**src/hdl/bsc_pkg.sv**
```systemverilog
`default_nettype none

package bsc_pkg;

  // Tile and pixel geometry.
  localparam int TILE_SIDE   = 32;
  localparam int TILE_LOG2   = $clog2(TILE_SIDE);
  localparam int PIXEL_BYTES = 4;
  localparam int PIX_LOG2    = $clog2(PIXEL_BYTES);

  // Field and register widths.
  localparam int CFG_W     = 13;
  localparam int IDX_W     = 14;
  localparam int OFF_W     = 27;
  localparam int BCNT_W    = 8;
  localparam int SLOT_W    = 7;
  localparam int GRID_W    = CFG_W - TILE_LOG2;
  localparam int CNT_W     = 2 * GRID_W;
  localparam int ROW_W     = $clog2(TILE_SIDE + 1);
  localparam int PROD_W    = 2 * CFG_W;
  localparam int DIV_CNT_W = $clog2(IDX_W);
  localparam int REG_IDX_W = 3;

  // Configuration register indexes.
  typedef enum logic [REG_IDX_W-1:0] {
    REG_MODE           = 3'd0,
    REG_IMAGE_WIDTH    = 3'd1,
    REG_IMAGE_HEIGHT   = 3'd2,
    REG_CONTENT_WIDTH  = 3'd3,
    REG_CONTENT_HEIGHT = 3'd4,
    REG_START_ROW      = 3'd5
  } reg_idx_e;

  // Commands from the controller to the datapath.
  typedef struct packed {
    logic load_entry;
    logic calc_count;
    logic div_start;
    logic geom;
    logic sizes;
    logic bases;
    logic src_row;
    logic dst_row;
    logic emit;
    logic emit_bad;
    logic advance;
  } bsc_cmd_t;

  // Status from the datapath to the controller.
  typedef struct packed {
    logic bad;
    logic count_zero;
    logic div_done;
    logic no_rows;
    logic last_row;
  } bsc_sts_t;

endpackage

`default_nettype wire

```
**src/hdl/bsc_in_if.sv**
```systemverilog
`default_nettype none

interface bsc_in_if;
  logic                      valid;
  logic                      ready;
  logic [bsc_pkg::IDX_W-1:0] tile_index;

  modport source (output valid, output tile_index, input ready);
  modport sink (input valid, input tile_index, output ready);
endinterface

`default_nettype wire

```
**src/hdl/bsc_out_if.sv**
```systemverilog
`default_nettype none

interface bsc_out_if;
  logic                       valid;
  logic                       ready;
  logic [bsc_pkg::OFF_W-1:0]  src_offset;
  logic [bsc_pkg::OFF_W-1:0]  dst_offset;
  logic [bsc_pkg::BCNT_W-1:0] byte_count;
  logic                       bad_index;
  logic                       last;

  modport source (output valid, output src_offset, output dst_offset, output byte_count,
                  output bad_index, output last, input ready);
  modport sink (input valid, input src_offset, input dst_offset, input byte_count,
                input bad_index, input last, output ready);
endinterface

`default_nettype wire

```
**src/hdl/bsc_div.sv**
```systemverilog
`default_nettype none

// Restoring divider, one quotient bit per cycle.
module bsc_div (
  input  wire logic                       clk_i,
  input  wire logic                       rst_ni,
  input  wire logic                       start_i,
  input  wire logic [bsc_pkg::IDX_W-1:0]  dividend_i,
  input  wire logic [bsc_pkg::GRID_W-1:0] divisor_i,
  output logic                            done_o,
  output logic [bsc_pkg::IDX_W-1:0]       quotient_o,
  output logic [bsc_pkg::GRID_W-1:0]      remainder_o
);

  logic                             busy_q;
  logic                             done_q;
  logic [bsc_pkg::DIV_CNT_W-1:0]    cnt_q;
  logic [bsc_pkg::IDX_W-1:0]        num_q;
  logic [bsc_pkg::GRID_W-1:0]       den_q;
  logic [bsc_pkg::GRID_W-1:0]       rem_q;
  logic [bsc_pkg::GRID_W:0]         trial;
  logic [bsc_pkg::GRID_W:0]         diff;
  logic                             ge;
  logic [bsc_pkg::GRID_W-1:0]       rem_d;

  always_comb begin
    trial = {rem_q, num_q[bsc_pkg::IDX_W-1]};
    diff  = trial - {1'b0, den_q};
    ge    = (trial >= {1'b0, den_q});
    rem_d = ge ? diff[bsc_pkg::GRID_W-1:0] : trial[bsc_pkg::GRID_W-1:0];
  end

  always_ff @(posedge clk_i or negedge rst_ni) begin
    if (!rst_ni) begin
      busy_q <= 1'b0;
      done_q <= 1'b0;
      cnt_q  <= '0;
    end else begin
      done_q <= 1'b0;
      if (start_i) begin
        busy_q <= 1'b1;
        cnt_q  <= '0;
      end else if (busy_q) begin
        cnt_q <= cnt_q + bsc_pkg::DIV_CNT_W'(1);
        if (cnt_q == bsc_pkg::DIV_CNT_W'(bsc_pkg::IDX_W - 1)) begin
          busy_q <= 1'b0;
          done_q <= 1'b1;
        end
      end
    end
  end

  // The dividend shifts out at the top while quotient bits shift in below.
  always_ff @(posedge clk_i) begin
    if (start_i) begin
      num_q <= dividend_i;
      den_q <= divisor_i;
      rem_q <= '0;
    end else if (busy_q) begin
      num_q <= {num_q[bsc_pkg::IDX_W-2:0], ge};
      rem_q <= rem_d;
    end
  end

  assign done_o      = done_q;
  assign quotient_o  = num_q;
  assign remainder_o = rem_q;

`ifndef SYNTHESIS
  a_rem_below_div: assert property (@(posedge clk_i) disable iff (!rst_ni)
    done_q |-> (rem_q < den_q))
    else $error("divider remainder not below divisor");
`endif

endmodule

`default_nettype wire

```
**src/hdl/bsc_datapath.sv**
```systemverilog
`default_nettype none

// Configuration registers, slot counter, divider, shared multiplier and
// the offset accumulators that feed the result register.
module bsc_datapath (
  input  wire logic                           clk_i,
  input  wire logic                           rst_ni,
  input  wire logic                           cfg_we_i,
  input  wire logic [bsc_pkg::REG_IDX_W-1:0]  cfg_index_i,
  input  wire logic [bsc_pkg::CFG_W-1:0]      cfg_data_i,
  input  wire logic [bsc_pkg::IDX_W-1:0]      tile_index_i,
  input  wire bsc_pkg::bsc_cmd_t              cmd_i,
  output bsc_pkg::bsc_sts_t                   sts_o,
  output logic [bsc_pkg::OFF_W-1:0]           src_offset_o,
  output logic [bsc_pkg::OFF_W-1:0]           dst_offset_o,
  output logic [bsc_pkg::BCNT_W-1:0]          byte_count_o,
  output logic                                bad_index_o,
  output logic                                last_o
);

  // Configuration and slot state.
  logic                           mode_q;
  logic [bsc_pkg::CFG_W-1:0]      iw_q, ih_q, cw_q, ch_q, sr_q;
  logic [bsc_pkg::SLOT_W-1:0]     slot_x_q, slot_y_q;
  logic [bsc_pkg::SLOT_W-1:0]     slot_x_d, slot_y_d;
  logic [bsc_pkg::SLOT_W-1:0]     slot_x_inc, slot_y_inc;
  logic [bsc_pkg::GRID_W-1:0]     bx, by;

  // Per-item working registers.
  logic [bsc_pkg::IDX_W-1:0]      entry_q;
  logic [bsc_pkg::CNT_W-1:0]      count_q;
  logic [bsc_pkg::CFG_W-1:0]      sx_q, sy_q, dx_q, dy_q, lim_q;
  logic [bsc_pkg::CFG_W-1:0]      sx_d, sy_d, dx_d, dy_d, lim_d;
  logic [bsc_pkg::ROW_W-1:0]      w_q, rows_q, rows_left_q;
  logic [bsc_pkg::ROW_W-1:0]      w_d, h_d, rows_d;
  logic [bsc_pkg::PROD_W-1:0]     prod_q, prod_d;
  logic [bsc_pkg::CFG_W-1:0]      mul_a;
  logic [bsc_pkg::OFF_W-1:0]      src_q, dst_q;
  logic [bsc_pkg::OFF_W-1:0]      prod_bytes, src_add, dst_add, row_step;

  // Result register.
  logic [bsc_pkg::OFF_W-1:0]      out_src_q, out_dst_q;
  logic [bsc_pkg::BCNT_W-1:0]     out_bc_q;
  logic                           out_bad_q, out_last_q;

  // Divider.
  logic                           div_done;
  logic [bsc_pkg::IDX_W-1:0]      div_quo;
  logic [bsc_pkg::GRID_W-1:0]     div_rem;
  logic [bsc_pkg::CFG_W-1:0]      ex_px, ey_px, slot_x_px, slot_y_px;
  logic [bsc_pkg::CFG_W:0]        sx_end, sy_end;
  logic [bsc_pkg::CFG_W-1:0]      avail;

  assign bx = cw_q[bsc_pkg::CFG_W-1:bsc_pkg::TILE_LOG2];
  assign by = ch_q[bsc_pkg::CFG_W-1:bsc_pkg::TILE_LOG2];

  bsc_div u_div (
    .clk_i       (clk_i),
    .rst_ni      (rst_ni),
    .start_i     (cmd_i.div_start),
    .dividend_i  (entry_q),
    .divisor_i   (bx),
    .done_o      (div_done),
    .quotient_o  (div_quo),
    .remainder_o (div_rem)
  );

  // Slot advance in raster order with wrap to zero.
  always_comb begin
    slot_x_inc = slot_x_q + bsc_pkg::SLOT_W'(1);
    slot_y_inc = slot_y_q + bsc_pkg::SLOT_W'(1);
    slot_x_d   = slot_x_inc;
    slot_y_d   = slot_y_q;
    if (bsc_pkg::GRID_W'(slot_x_inc) >= bx) begin
      slot_x_d = '0;
      slot_y_d = (bsc_pkg::GRID_W'(slot_y_inc) >= by) ? '0 : slot_y_inc;
    end
  end

  // Tile corners in pixels; the entry and the slot swap roles with the mode.
  always_comb begin
    ex_px     = bsc_pkg::CFG_W'(div_rem) << bsc_pkg::TILE_LOG2;
    ey_px     = bsc_pkg::CFG_W'(div_quo[bsc_pkg::GRID_W-1:0]) << bsc_pkg::TILE_LOG2;
    slot_x_px = bsc_pkg::CFG_W'(slot_x_q) << bsc_pkg::TILE_LOG2;
    slot_y_px = bsc_pkg::CFG_W'(slot_y_q) << bsc_pkg::TILE_LOG2;
    if (mode_q) begin
      sx_d  = slot_x_px;
      sy_d  = slot_y_px;
      dx_d  = ex_px;
      dy_d  = ey_px;
      lim_d = ch_q;
    end else begin
      sx_d  = ex_px;
      sy_d  = ey_px;
      dx_d  = slot_x_px;
      dy_d  = slot_y_px;
      lim_d = ih_q;
    end
  end

  // Clipped tile width and number of rows to emit.
  always_comb begin
    sx_end = {1'b0, sx_q} + (bsc_pkg::CFG_W + 1)'(bsc_pkg::TILE_SIDE);
    sy_end = {1'b0, sy_q} + (bsc_pkg::CFG_W + 1)'(bsc_pkg::TILE_SIDE);
    avail  = lim_q - dy_q;

    if (sx_q >= iw_q) begin
      w_d = '0;
    end else if (sx_end > {1'b0, iw_q}) begin
      w_d = bsc_pkg::ROW_W'(iw_q - sx_q);
    end else begin
      w_d = bsc_pkg::ROW_W'(bsc_pkg::TILE_SIDE);
    end

    if (sy_q >= lim_q) begin
      h_d = '0;
    end else if (sy_end > {1'b0, lim_q}) begin
      h_d = bsc_pkg::ROW_W'(lim_q - sy_q);
    end else begin
      h_d = bsc_pkg::ROW_W'(bsc_pkg::TILE_SIDE);
    end

    // When unscrambling, rows past the content height are dropped, which
    // only ever trims the tail of the tile.
    if (dy_q >= lim_q) begin
      rows_d = '0;
    end else if (mode_q && (avail < bsc_pkg::CFG_W'(h_d))) begin
      rows_d = bsc_pkg::ROW_W'(avail);
    end else begin
      rows_d = h_d;
    end
  end

  // One shared multiplier against the image width.
  always_comb begin
    if (cmd_i.sizes) begin
      mul_a = sr_q;
    end else if (cmd_i.bases) begin
      mul_a = sy_q;
    end else begin
      mul_a = dy_q;
    end
    prod_d = bsc_pkg::PROD_W'(mul_a) * bsc_pkg::PROD_W'(iw_q);
  end

  always_comb begin
    prod_bytes = bsc_pkg::OFF_W'(prod_q) << bsc_pkg::PIX_LOG2;
    src_add    = (bsc_pkg::OFF_W'(prod_q) + bsc_pkg::OFF_W'(sx_q)) << bsc_pkg::PIX_LOG2;
    dst_add    = (bsc_pkg::OFF_W'(prod_q) + bsc_pkg::OFF_W'(dx_q)) << bsc_pkg::PIX_LOG2;
    row_step   = bsc_pkg::OFF_W'(iw_q) << bsc_pkg::PIX_LOG2;
  end

  always_ff @(posedge clk_i or negedge rst_ni) begin
    if (!rst_ni) begin
      mode_q   <= 1'b0;
      iw_q     <= bsc_pkg::CFG_W'(1);
      ih_q     <= bsc_pkg::CFG_W'(1);
      cw_q     <= '0;
      ch_q     <= '0;
      sr_q     <= '0;
      slot_x_q <= '0;
      slot_y_q <= '0;
    end else begin
      if (cfg_we_i) begin
        case (cfg_index_i)
          bsc_pkg::REG_MODE:           mode_q <= cfg_data_i[0];
          bsc_pkg::REG_IMAGE_WIDTH:    iw_q   <= cfg_data_i;
          bsc_pkg::REG_IMAGE_HEIGHT:   ih_q   <= cfg_data_i;
          bsc_pkg::REG_CONTENT_WIDTH:  cw_q   <= cfg_data_i;
          bsc_pkg::REG_CONTENT_HEIGHT: ch_q   <= cfg_data_i;
          bsc_pkg::REG_START_ROW:      sr_q   <= cfg_data_i;
          default: ;
        endcase
      end
      if (cmd_i.advance) begin
        slot_x_q <= slot_x_d;
        slot_y_q <= slot_y_d;
      end
    end
  end

  always_ff @(posedge clk_i) begin
    if (cmd_i.load_entry) begin
      entry_q <= tile_index_i;
    end
    if (cmd_i.calc_count) begin
      count_q <= bsc_pkg::CNT_W'(bx) * bsc_pkg::CNT_W'(by);
    end
    if (cmd_i.geom) begin
      sx_q  <= sx_d;
      sy_q  <= sy_d;
      dx_q  <= dx_d;
      dy_q  <= dy_d;
      lim_q <= lim_d;
    end
    if (cmd_i.sizes || cmd_i.bases || cmd_i.src_row) begin
      prod_q <= prod_d;
    end
    if (cmd_i.sizes) begin
      w_q    <= w_d;
      rows_q <= rows_d;
    end
    if (cmd_i.bases) begin
      src_q <= mode_q ? prod_bytes : '0;
      dst_q <= mode_q ? '0 : prod_bytes;
    end
    if (cmd_i.src_row) begin
      src_q <= src_q + src_add;
    end
    if (cmd_i.dst_row) begin
      dst_q       <= dst_q + dst_add;
      rows_left_q <= rows_q;
    end
    if (cmd_i.emit) begin
      src_q       <= src_q + row_step;
      dst_q       <= dst_q + row_step;
      rows_left_q <= rows_left_q - bsc_pkg::ROW_W'(1);
      out_src_q   <= src_q;
      out_dst_q   <= dst_q;
      out_bc_q    <= bsc_pkg::BCNT_W'(w_q) << bsc_pkg::PIX_LOG2;
      out_bad_q   <= 1'b0;
      out_last_q  <= (rows_left_q == bsc_pkg::ROW_W'(1));
    end
    if (cmd_i.emit_bad) begin
      out_src_q  <= '0;
      out_dst_q  <= '0;
      out_bc_q   <= '0;
      out_bad_q  <= 1'b1;
      out_last_q <= 1'b1;
    end
  end

  always_comb begin
    sts_o.bad        = (bsc_pkg::CNT_W'(entry_q) >= count_q);
    sts_o.count_zero = (count_q == '0);
    sts_o.div_done   = div_done;
    sts_o.no_rows    = (rows_q == '0);
    sts_o.last_row   = (rows_left_q == bsc_pkg::ROW_W'(1));
  end

  assign src_offset_o = out_src_q;
  assign dst_offset_o = out_dst_q;
  assign byte_count_o = out_bc_q;
  assign bad_index_o  = out_bad_q;
  assign last_o       = out_last_q;

`ifndef SYNTHESIS
  a_bad_payload: assert property (@(posedge clk_i) disable iff (!rst_ni)
    cmd_i.emit_bad |=> (out_bad_q && out_last_q && (out_src_q == '0) && (out_dst_q == '0)))
    else $error("bad entry result carries nonzero offsets");
  a_slot_in_grid: assert property (@(posedge clk_i) disable iff (!rst_ni)
    cmd_i.advance |=> (bsc_pkg::GRID_W'(slot_x_q) < bx))
    else $error("slot column left the tile grid after advance");
`endif

endmodule

`default_nettype wire

```
**src/hdl/bsc_ctrl.sv**
```systemverilog
`default_nettype none

// Sequencer: walks one request through count, divide, geometry, offsets
// and row emission, and owns the valid flag of the result register.
module bsc_ctrl (
  input  wire logic              clk_i,
  input  wire logic              rst_ni,
  input  wire logic              in_valid_i,
  output logic                   in_ready_o,
  output logic                   out_valid_o,
  input  wire logic              out_ready_i,
  input  wire bsc_pkg::bsc_sts_t sts_i,
  output bsc_pkg::bsc_cmd_t      cmd_o
);

  typedef enum logic [3:0] {
    S_IDLE,
    S_COUNT,
    S_CHECK,
    S_DIV,
    S_GEOM,
    S_SIZES,
    S_BASES,
    S_SRC_ROW,
    S_DST_ROW,
    S_EMIT,
    S_EMIT_BAD
  } state_e;

  state_e state_q, state_d;
  logic   out_valid_q, out_valid_d;
  logic   out_free;

  always_comb begin
    cmd_o       = '0;
    state_d     = state_q;
    out_free    = !out_valid_q || out_ready_i;
    out_valid_d = out_valid_q && !out_ready_i;

    case (state_q)
      S_IDLE: begin
        if (in_valid_i) begin
          cmd_o.load_entry = 1'b1;
          state_d          = S_COUNT;
        end
      end
      S_COUNT: begin
        cmd_o.calc_count = 1'b1;
        state_d          = S_CHECK;
      end
      S_CHECK: begin
        if (sts_i.bad) begin
          state_d = S_EMIT_BAD;
        end else begin
          cmd_o.div_start = 1'b1;
          state_d         = S_DIV;
        end
      end
      S_DIV: begin
        if (sts_i.div_done) begin
          state_d = S_GEOM;
        end
      end
      S_GEOM: begin
        cmd_o.geom    = 1'b1;
        cmd_o.advance = 1'b1;
        state_d       = S_SIZES;
      end
      S_SIZES: begin
        cmd_o.sizes = 1'b1;
        state_d     = S_BASES;
      end
      S_BASES: begin
        cmd_o.bases = 1'b1;
        state_d     = S_SRC_ROW;
      end
      S_SRC_ROW: begin
        cmd_o.src_row = 1'b1;
        state_d       = S_DST_ROW;
      end
      S_DST_ROW: begin
        cmd_o.dst_row = 1'b1;
        state_d       = sts_i.no_rows ? S_IDLE : S_EMIT;
      end
      S_EMIT: begin
        if (out_free) begin
          cmd_o.emit  = 1'b1;
          out_valid_d = 1'b1;
          if (sts_i.last_row) begin
            state_d = S_IDLE;
          end
        end
      end
      S_EMIT_BAD: begin
        if (out_free) begin
          cmd_o.emit_bad = 1'b1;
          cmd_o.advance  = !sts_i.count_zero;
          out_valid_d    = 1'b1;
          state_d        = S_IDLE;
        end
      end
      default: begin
        state_d = S_IDLE;
      end
    endcase
  end

  always_ff @(posedge clk_i or negedge rst_ni) begin
    if (!rst_ni) begin
      state_q     <= S_IDLE;
      out_valid_q <= 1'b0;
    end else begin
      state_q     <= state_d;
      out_valid_q <= out_valid_d;
    end
  end

  assign in_ready_o  = (state_q == S_IDLE);
  assign out_valid_o = out_valid_q;

`ifndef SYNTHESIS
  a_div_done_waited: assert property (@(posedge clk_i) disable iff (!rst_ni)
    $rose(sts_i.div_done) |-> (state_q == S_DIV))
    else $error("divider finished while the sequencer was not waiting");
  a_no_overwrite: assert property (@(posedge clk_i) disable iff (!rst_ni)
    (cmd_o.emit || cmd_o.emit_bad) |-> (!out_valid_q || out_ready_i))
    else $error("result register loaded over an untaken result");
`endif

endmodule

`default_nettype wire

```
**src/hdl/block_shuffle_copy_address_gen_unit.sv**
```systemverilog
// Row-copy address generator for tile shuffling of an RGBA image.
// Input channel in_i carries one shuffle-map entry (tile_index) per request.
// Output channel out_o carries row-copy descriptors: source and destination
// byte offsets and a byte count, with last set on the final descriptor of a
// request and bad_index set on the single descriptor of an out-of-range entry.
// Both channels use a valid/ready handshake; a request or a descriptor moves
// on a rising edge where both are high. Registers are written through
// cfg_we_i / cfg_index_i / cfg_data_i; the user must write them only while
// the block is idle, which the block itself does not enforce.
// One request is worked on at a time. A valid entry goes through setup
// (a bit-serial divider that splits the entry into tile x and y, then steps
// on the shared width multiplier), then emits one descriptor per row, up to
// 32 rows. An out-of-range entry gets its single descriptor and no divide.
// A stalled receiver holds the output register and the row sequencer waits;
// the next request is taken as soon as the last descriptor is registered.
// Reset clears the slot counter to zero and the registers to their defaults.
`default_nettype none

module block_shuffle_copy_address_gen_unit (
  input  wire logic                           clk_i,
  input  wire logic                           rst_ni,
  input  wire logic                           cfg_we_i,
  input  wire logic [bsc_pkg::REG_IDX_W-1:0]  cfg_index_i,
  input  wire logic [bsc_pkg::CFG_W-1:0]      cfg_data_i,
  bsc_in_if.sink                              in_i,
  bsc_out_if.source                           out_o
);

  bsc_pkg::bsc_cmd_t cmd;
  bsc_pkg::bsc_sts_t sts;
  logic              in_ready;
  logic              out_valid;

  // The sequencer issues one command set per cycle and reacts to status.
  bsc_ctrl u_ctrl (
    .clk_i       (clk_i),
    .rst_ni      (rst_ni),
    .in_valid_i  (in_i.valid),
    .in_ready_o  (in_ready),
    .out_valid_o (out_valid),
    .out_ready_i (out_o.ready),
    .sts_i       (sts),
    .cmd_o       (cmd)
  );

  // The datapath holds the registers, slot counter and result payload.
  bsc_datapath u_datapath (
    .clk_i        (clk_i),
    .rst_ni       (rst_ni),
    .cfg_we_i     (cfg_we_i),
    .cfg_index_i  (cfg_index_i),
    .cfg_data_i   (cfg_data_i),
    .tile_index_i (in_i.tile_index),
    .cmd_i        (cmd),
    .sts_o        (sts),
    .src_offset_o (out_o.src_offset),
    .dst_offset_o (out_o.dst_offset),
    .byte_count_o (out_o.byte_count),
    .bad_index_o  (out_o.bad_index),
    .last_o       (out_o.last)
  );

  assign in_i.ready  = in_ready;
  assign out_o.valid = out_valid;

endmodule

`default_nettype wire
```
**src/flat_wrapper.sv**
```systemverilog
// flat-port wrapper written by rule: the top's interface ports become plain ports
module block_shuffle_copy_address_gen_unit_flat 
  (clk_i, rst_ni, cfg_we_i, cfg_index_i, cfg_data_i, in_i_valid, in_i_tile_index, in_i_ready, out_o_valid, out_o_src_offset, out_o_dst_offset, out_o_byte_count, out_o_bad_index, out_o_last, out_o_ready);
  bsc_in_if in_i_i ();
  bsc_out_if out_o_i ();
  input  wire logic clk_i;
  input  wire logic rst_ni;
  input  wire logic cfg_we_i;
  input  wire logic [bsc_pkg::REG_IDX_W-1:0] cfg_index_i;
  input  wire logic [bsc_pkg::CFG_W-1:0] cfg_data_i;
  input wire logic [$bits(in_i_i.valid)-1:0] in_i_valid;
  input wire logic [$bits(in_i_i.tile_index)-1:0] in_i_tile_index;
  output wire logic [$bits(in_i_i.ready)-1:0] in_i_ready;
  output wire logic [$bits(out_o_i.valid)-1:0] out_o_valid;
  output wire logic [$bits(out_o_i.src_offset)-1:0] out_o_src_offset;
  output wire logic [$bits(out_o_i.dst_offset)-1:0] out_o_dst_offset;
  output wire logic [$bits(out_o_i.byte_count)-1:0] out_o_byte_count;
  output wire logic [$bits(out_o_i.bad_index)-1:0] out_o_bad_index;
  output wire logic [$bits(out_o_i.last)-1:0] out_o_last;
  input wire logic [$bits(out_o_i.ready)-1:0] out_o_ready;
  assign in_i_i.valid = in_i_valid;
  assign in_i_i.tile_index = in_i_tile_index;
  assign in_i_ready = in_i_i.ready;
  assign out_o_valid = out_o_i.valid;
  assign out_o_src_offset = out_o_i.src_offset;
  assign out_o_dst_offset = out_o_i.dst_offset;
  assign out_o_byte_count = out_o_i.byte_count;
  assign out_o_bad_index = out_o_i.bad_index;
  assign out_o_last = out_o_i.last;
  assign out_o_i.ready = out_o_ready;
  block_shuffle_copy_address_gen_unit u_core (.clk_i(clk_i), .rst_ni(rst_ni), .cfg_we_i(cfg_we_i), .cfg_index_i(cfg_index_i), .cfg_data_i(cfg_data_i), .in_i(in_i_i), .out_o(out_o_i));
endmodule
```
**config.mk**
```make
export PLATFORM = sky130hd
export DESIGN_NAME = block_shuffle_copy_address_gen_unit_flat
export DESIGN_NICKNAME = d
export VERILOG_FILES = /design/src/hdl/bsc_pkg.sv /design/src/hdl/bsc_in_if.sv /design/src/hdl/bsc_out_if.sv /design/src/hdl/bsc_div.sv /design/src/hdl/bsc_datapath.sv /design/src/hdl/bsc_ctrl.sv /design/src/hdl/block_shuffle_copy_address_gen_unit.sv /design/src/flat_wrapper.sv
export SDC_FILE = /design/constraint.sdc
export NUM_CORES = 1
export LEC_CHECK = 0
export BUFFER_PORTS_ARGS = -buffer_cell sky130_fd_sc_hd__clkbuf_2
export CAP_MARGIN = 20
export CORE_MARGIN = 2
export CORE_UTILIZATION = 55
export CTS_BUF_LIST = sky130_fd_sc_hd__clkbuf_16
export CTS_CLUSTER_DIAMETER = 40
export DETAILED_ROUTE_END_ITERATION = 7
export PLACE_DENSITY = 0.72
export RECOVER_POWER = 100
export REMOVE_ABC_BUFFERS = 1
export SYNTH_ARGS = -nofsm -noshare
export SYNTH_HDL_FRONTEND = slang
export SYNTH_SLANG_ARGS = --single-unit
```
**constraint.sdc**
```tcl
create_clock -name clk_i -period 8.77 [get_ports clk_i]
set_input_delay 0 -clock clk_i [delete_from_list [all_inputs] [get_ports clk_i]]
set_output_delay 0 -clock clk_i [all_outputs]
set_load 0.05 [all_outputs]
```
After elaboration in Yosys (flattened, before gate mapping) --
Index checks and enable logic that the tools add are counted.
Word-level totals: bits in registers 375, bits of input ports 35, word-level logic and storage cells 175
Cells by class: $add $sub $neg 16, multipliers 2, order comparisons 10, eq/ne operators 22, multiplexer cells 59, bitwise operators 1, reduce and logical (&&, ||, !) cells 26
Operator list (count):
- $mux W27 | 8
- $add A27 B15 Y27 | 2
- $add A27 B27 Y27 | 2
- $add A25 B13 Y25 | 2
- $mux W12 | 4
- $pmux W4 S11 | 1
- $ge A13 B13 Y1 | 3
- $mux W13 | 3
- $mux W4 | 9
- $mux W6 | 6
- $add A13 B6 Y14 const B | 2
- $gt A14 B13 Y1 | 2
- $mux W14 | 2
- $mul A13 B13 Y25 | 1
- $mux W1 | 21
- $eq A4 B3 Y1 const B | 4
- $eq A4 B4 Y1 const B | 4
- $ge A14 B16 Y1 | 1
- $ge A7 B8 Y1 | 2
- $logic_not A16 Y1 | 1
- $mul A8 B8 Y16 | 1
- $add A7 B1 Y7 const B | 2
- $mux W7 | 2
- $reduce_and A2 Y1 | 7
- other kinds (29) | 44

Depth between registers and ports, before layout --
word-level depth 7, gate-level depth with buffers 27, depth with buffers taken out 24

Cells and area by module --
From an unflattened synthesis, not the netlist that was laid out.
Unflattened totals: cell total of the unflattened synthesis 2920, area, all modules 28557.4 um^2
By module, submodules not included:
- bsc_datapath | instances 1, cells each 2697, area an instance 26228.9 um^2
- bsc_div | instances 1, cells each 168, area an instance 1891.8 um^2
- bsc_ctrl | instances 1, cells each 55, area an instance 436.7 um^2

Least setup slack after synthesis --
No wires, ideal clock.
path kind reg-to-reg, start point register u_core.u_ctrl.state_q[2], end point register u_core.u_datapath.prod_q[24] (netlist bit) (data pin), library setup time 260 ps, arrival time 6391 ps, slack 2119 ps, cell stages (with the launch flop) 25, path buffers 4, clock period less this slack 6651 ps, cell sequence dfrtp_1 buf_2 nand2b_1 clkbuf_1 nor2_1 clkbuf_1 clkbuf_1 nand3_1 fa_1 fa_1 inv_1 fa_1 fa_1 inv_1 fa_1 inv_1 ha_1 a21o_1 a21oi_1 a2bb2oi_1 a31oi_1 o22ai_1 o2111ai_1 a21oi_1 xnor2_1
On the way: word-level cells in the longest chain between the ends 5
Ends and longest elaborated chain:
- start, declared | RTL line bsc_ctrl.sv:30 | state_e state_q, state_d;
- start signal, assigned | RTL line bsc_ctrl.sv:113 | state_q <= state_d;
- $eq A4 B3 Y1 | RTL line bsc_ctrl.sv:40 | case (state_q)
- $mux W1 | RTL line bsc_ctrl.sv:40
- $mux W13 | RTL line bsc_datapath.sv:138 | end else if (cmd_i.bases) begin
- $mux W13 (*) | RTL line bsc_datapath.sv:136 | if (cmd_i.sizes) begin
- $mul A13 B13 Y25 (*) | RTL line bsc_datapath.sv:143 | prod_d = bsc_pkg::PROD_W'(mul_a) * bsc_pkg::PROD_W'(iw_q);
- via u_core.u_datapath.prod_d, one bit | RTL line bsc_datapath.sv:36 | logic [bsc_pkg::PROD_W-1:0] prod_q, prod_d;
- end signal, assigned | RTL line bsc_datapath.sv:197 | prod_q <= prod_d;
- end, declared | RTL line bsc_datapath.sv:36
The timed path passes the listed nets; every way through them passes the cells marked *. A chain may end at the register's enable or synchronous reset.

Final worst setup path --
start point register u_core.u_ctrl.state_q[3], end point register u_core.u_datapath.prod_q[21] (netlist bit) (data pin)
Same word-level chain as after synthesis.

==> key figures <==
Run status
  – Status: finished with violations
  – Failing checks: max-capacitance violations, max-slew violations

Critical path
  – Crit Path Max Fanout: 43
  – FF-to-FF Start: u_core.u_ctrl.state_q[3]
  – Reg2reg path depth: 20
  – R2R Path End: u_core.u_datapath.prod_q[21]
  – WP data arrival: 7780 ps
  – WS Path Type: flip-flop to flip-flop
  – CP endpoint: u_core.u_datapath.prod_q[21]
  – CP Depth: 20
  – Cells along the critical path: nand2b_1 > nor2_4 > clkbuf_1 > and3_1 > ha_1 > inv_1 > fa_1 > inv_1 > fa_1 > fa_1 > inv_1 > fa_1 > inv_1 > ha_1 > or4_1 > o21ai_0 > o31ai_1 > a221oi_1 > nor2b_1 > xnor2_1
  – Setup crit end kind: flip-flop
  – Worst Path Required: a little over 9000 ps
  – Buf+Inv Stages, Crit Path: 5
  – CP delay by family, top: adder cells
  – R2R Setup Slk: 1330 ps
  – Slowest stage delay, CP: slightly above 1000 ps
  – Crit. Startpoint: u_core.u_ctrl.state_q[3]
  – Crit path max-delay cell type: clkbuf_1
  – Worst Setup Start Kind: flip-flop

Pwr
  – Sequential Power Share: about 28%
  – Pleak: 14.12 nW
  – Tot Pwr: approximately 10 mW
  – PD cells: 314.9 nW/um^2
  – Switching Share: between 40 and 50%
  – Peak VDD IR: 304.0 uV
  – Clk pwr share: around a fifth
  – P_int: roughly 5.7 mW
  – Logic pwr share: around 51%
  – Net switching power: around 4.3 mW

Drt
  – Via density: just under 6
  – DRC violation count after routing: 0
  – Initial DRC count: ~1400
  – Via count: between 20000 and 25000
  – ANT nets after route: 0
  – First-pass iteration count of the detailed router: 5
  – Routed wire per std cell: 20.55 um
  – WL final: approximately 80000 um

Timing
  – Max Clk Rate: 134.5 MHz
  – Pins Over Slew Limit: roughly 500
  – Final min period: ~7400 ps
  – TNS Setup: 0 ps
  – Final hold vios: 0
  – Skew final: approximately 21 ps
  – Final setup fails: 0
  – Final critical-path setup slack: about 1300 ps
  – Final cycle utilization of the critical path: between 80% and 90%
  – Worst slew pin tran: approximately 3900 ps
  – RSZ-0062 raised after global routing: false
  – Slew HR: -162.5%

Floorplan
  – Full die area: 53940 sq um
  – Die width: ~230 um
  – Initial Util: 55.74%
  – Core area: around 51000 sq um
  – Die Y: roughly 230 um
  – Placement Rows: 83
  – I/O Pins: between 100 and 150

Final layout
  – Share of cells above drive strength 1: 7.962%
  – Area Overhead vs Synth: 10.75%
  – Final Instance Area: about 32000 sq um
  – Commonest non-fill, non-tap cell in the layout: nand2_1
  – Non-filler cells, final: slightly below 4000
  – Layout fillers: between 4000 and 5000
  – Fin nets: between 3000 and 4000
  – Most frequent cells in the layout: nand2_1, inv_1, ha_1, a21oi_1, edfxtp_1

Synthesis
  – Synth warn: 0
  – Dominant synthesized flop cell: edfxtp_1
  – Syn Inst Count: about 3000
  – Post-synth EDFFs: 190
  – Average size of a mapped cell: 9.472 sq um
  – Async SR Flop Fraction: 25.15%
  – Mapped Area: 28650 sq um
  – Number of distinct library cells after synthesis: a little under 80
  – Sequential element share of the synthesized area: about a third
  – Seq cells post-synth: 342

Global route
  – GRT Total Usage: 29.86%
  – Gr ovfl total: 0
  – Vias in the first global route: ~23000
  – Wire length of the first global-routing pass: about 130000 um
  – Initial antenna violation count: 0
  – Largest net degree at the start of global routing: around 80

Clock network
  – Reg clk slew, reported paths: 60 ps
  – Clock sinks: between 300 and 400
  – Post CTS Setup Buffer Count: 0
  – Max clock buf depth: 3
  – CTS buffer count: 54
  – Clock Latency Late Sink: 610 ps
  – H-tree depth: 2
  – Root Buffer: clkbuf_16
  – CTS tree: yes

Placed design
  – Pre-CTS setup slack: ~1400 ps
  – Placed cell count: 3707
  – Hpwl dp: just under 60000 um
  – GP Congestion: between 0.9 and 1
  – Port bufs: 94
  – Dpl cell area: 29730 sq um

Hold path
  – Worst hold path type: input port to flip-flop

Job
  – Max Cap Viol: 10
## state kept, by name, summed over array words and instances (netlist names), 13 cells and up
register                            cells
u_core.u_datapath.src_q                25
u_core.u_datapath.ch_q                 13
u_core.u_datapath.count_q              16
u_core.u_datapath.dst_offset_o         25
u_core.u_datapath.dst_q                25
u_core.u_datapath.entry_q              14
u_core.u_datapath.u_div.quotient_o     14
u_core.u_datapath.sr_q                 13
u_core.u_datapath.ih_q                 13
u_core.u_datapath.lim_q                13
u_core.u_datapath.prod_q               25
u_core.u_datapath.iw_q                 13
u_core.u_datapath.src_offset_o         25
## per-stage QoR
step           hold slack [ps]  util (%)
5_1_grt                  102.6     61.72
3_3_place_gp            -157.5     57.84
6_report                 85.75     61.73
2_1_floorplan           -295.6         -
4_1_cts                  16.33     62.03
3_5_place_dp            -153.8     57.84
## cells in the mapped netlist (all sizes together) (6+ instances only)
library cell  count  area [sq um]
a22oi             6         45.04
buf              14         102.6
inv             326          1231
nand2           369          1385
or2               6         37.54
o31ai             9         67.56
clkbuf          107         401.6
o211ai           11         82.58
fa              164          3283
and3             56         350.3
mux2            101          1156
and2             93         581.8
nand3            68         340.3
xor2             49         429.2
o21bai           17         127.6
nand4            17         106.4
and4              8         70.07
edfxtp          190          5705
nor3             40         200.2
a311oi           17         148.9
mux2i            17         170.2
dfxtp            66          1321
a31oi            19         118.9
nor2b            30         187.7
a21boi            7         52.55
nand2b           26         162.7
xnor2           128          1121
o21ai           119         595.6
a21oi           198         991.0
nor3b            10         75.07
a211oi           31         232.7
o31a              6         52.55
ha              283          3541
a21o             59         442.9
or3              13         81.33
o21a             24         180.2
dfrtp            84          2102
a221oi           15         131.4
nor2            143         539.3
nor4             10         62.56
## kinds of logic after synthesis
logic type,share of synthesized area [%]
other,0.01309
flip-flops,32.04
adder cells (fa/ha/maj),23.82
buffers and inverters,6.056
XOR/XNOR,5.410
multiplexers,4.629
AO/OA/AOI/OAI,13.06
AND/OR/NAND/NOR,14.97
## layout make-up
cell class	count	area, sq um	area share, %
Antenna cell	2	5.005	0.01577
Clock buffer	56	1401	4.416
Clock inverter	45	412.9	1.301
Inverter	326	1225	3.860
Multi-Input combinational cell	2241	17770	55.99
Sequential cell	342	9183	28.94
Tap cell	680	850.8	2.681
Timing Repair Buffer	155	887.1	2.796
## metal layers
layer / wire [um] / vias to the layer above / GRT usage (%) / share of wire [%]
met5: 0 / - / 0 / 0
met4: 4408 / 0 / 15.95 / 5.6
met3: 4137 / 225 / 3.536 / 5.2
met2: 39510 / 761 / 52.67 / 50
met1: 31010 / 11140 / 35.55 / 39
li1: - / 10660 / - / -
## worst reg2reg max path, delay by kind of cell, from the launching register on
family	cells	cell delay [ps]
and+or+nand+nor	5	2080
xor gates and xnor gates	1	90
buffers and inverters	5	1240
DFF	1	510
AOI/OAI and AO/OA	3	1030
adders and majority gates	6	2210
## power groups by stage
| stage | combinational, mW | sequential, mW | clock (mW) |
|---|---|---|---|
| after detailed placement | 5.07 | 2.79 | 0 |
| after global placement | 4.90 | 2.77 | 0 |
| final | 5.09 | 2.78 | 2.12 |
| after floorplan | 3.54 | 2.99 | 0 |
| after CTS | 5.14 | 2.76 | 2.15 |
| after global routing | 5.71 | 2.83 | 2.22 |
## repair_timing
item / 4_1_cts / 5_1_grt
hold endpoints to repair: 161 / 5
resized for setup: 0 / 0
hold buffers: 34 / 1
## how the worst min path moves through the flow
stage | start | endpoint | slack (ps) | cells after the start
after floorplan | rst_ni | u_core.u_ctrl.out_valid_o | -300 | 0
after global placement | rst_ni | u_core.u_datapath.cw_q[6] | -160 | 1
after detailed placement | rst_ni | u_core.u_datapath.cw_q[11] | -150 | 1
after CTS | cfg_we_i | u_core.u_datapath.ch_q[8] | 20 | 5
after global routing | in_i_tile_index[5] | u_core.u_datapath.entry_q[5] | 100 | 2
final | cfg_we_i | u_core.u_datapath.mode_q | 90 | 5
(Power assumes the default switching activity.)
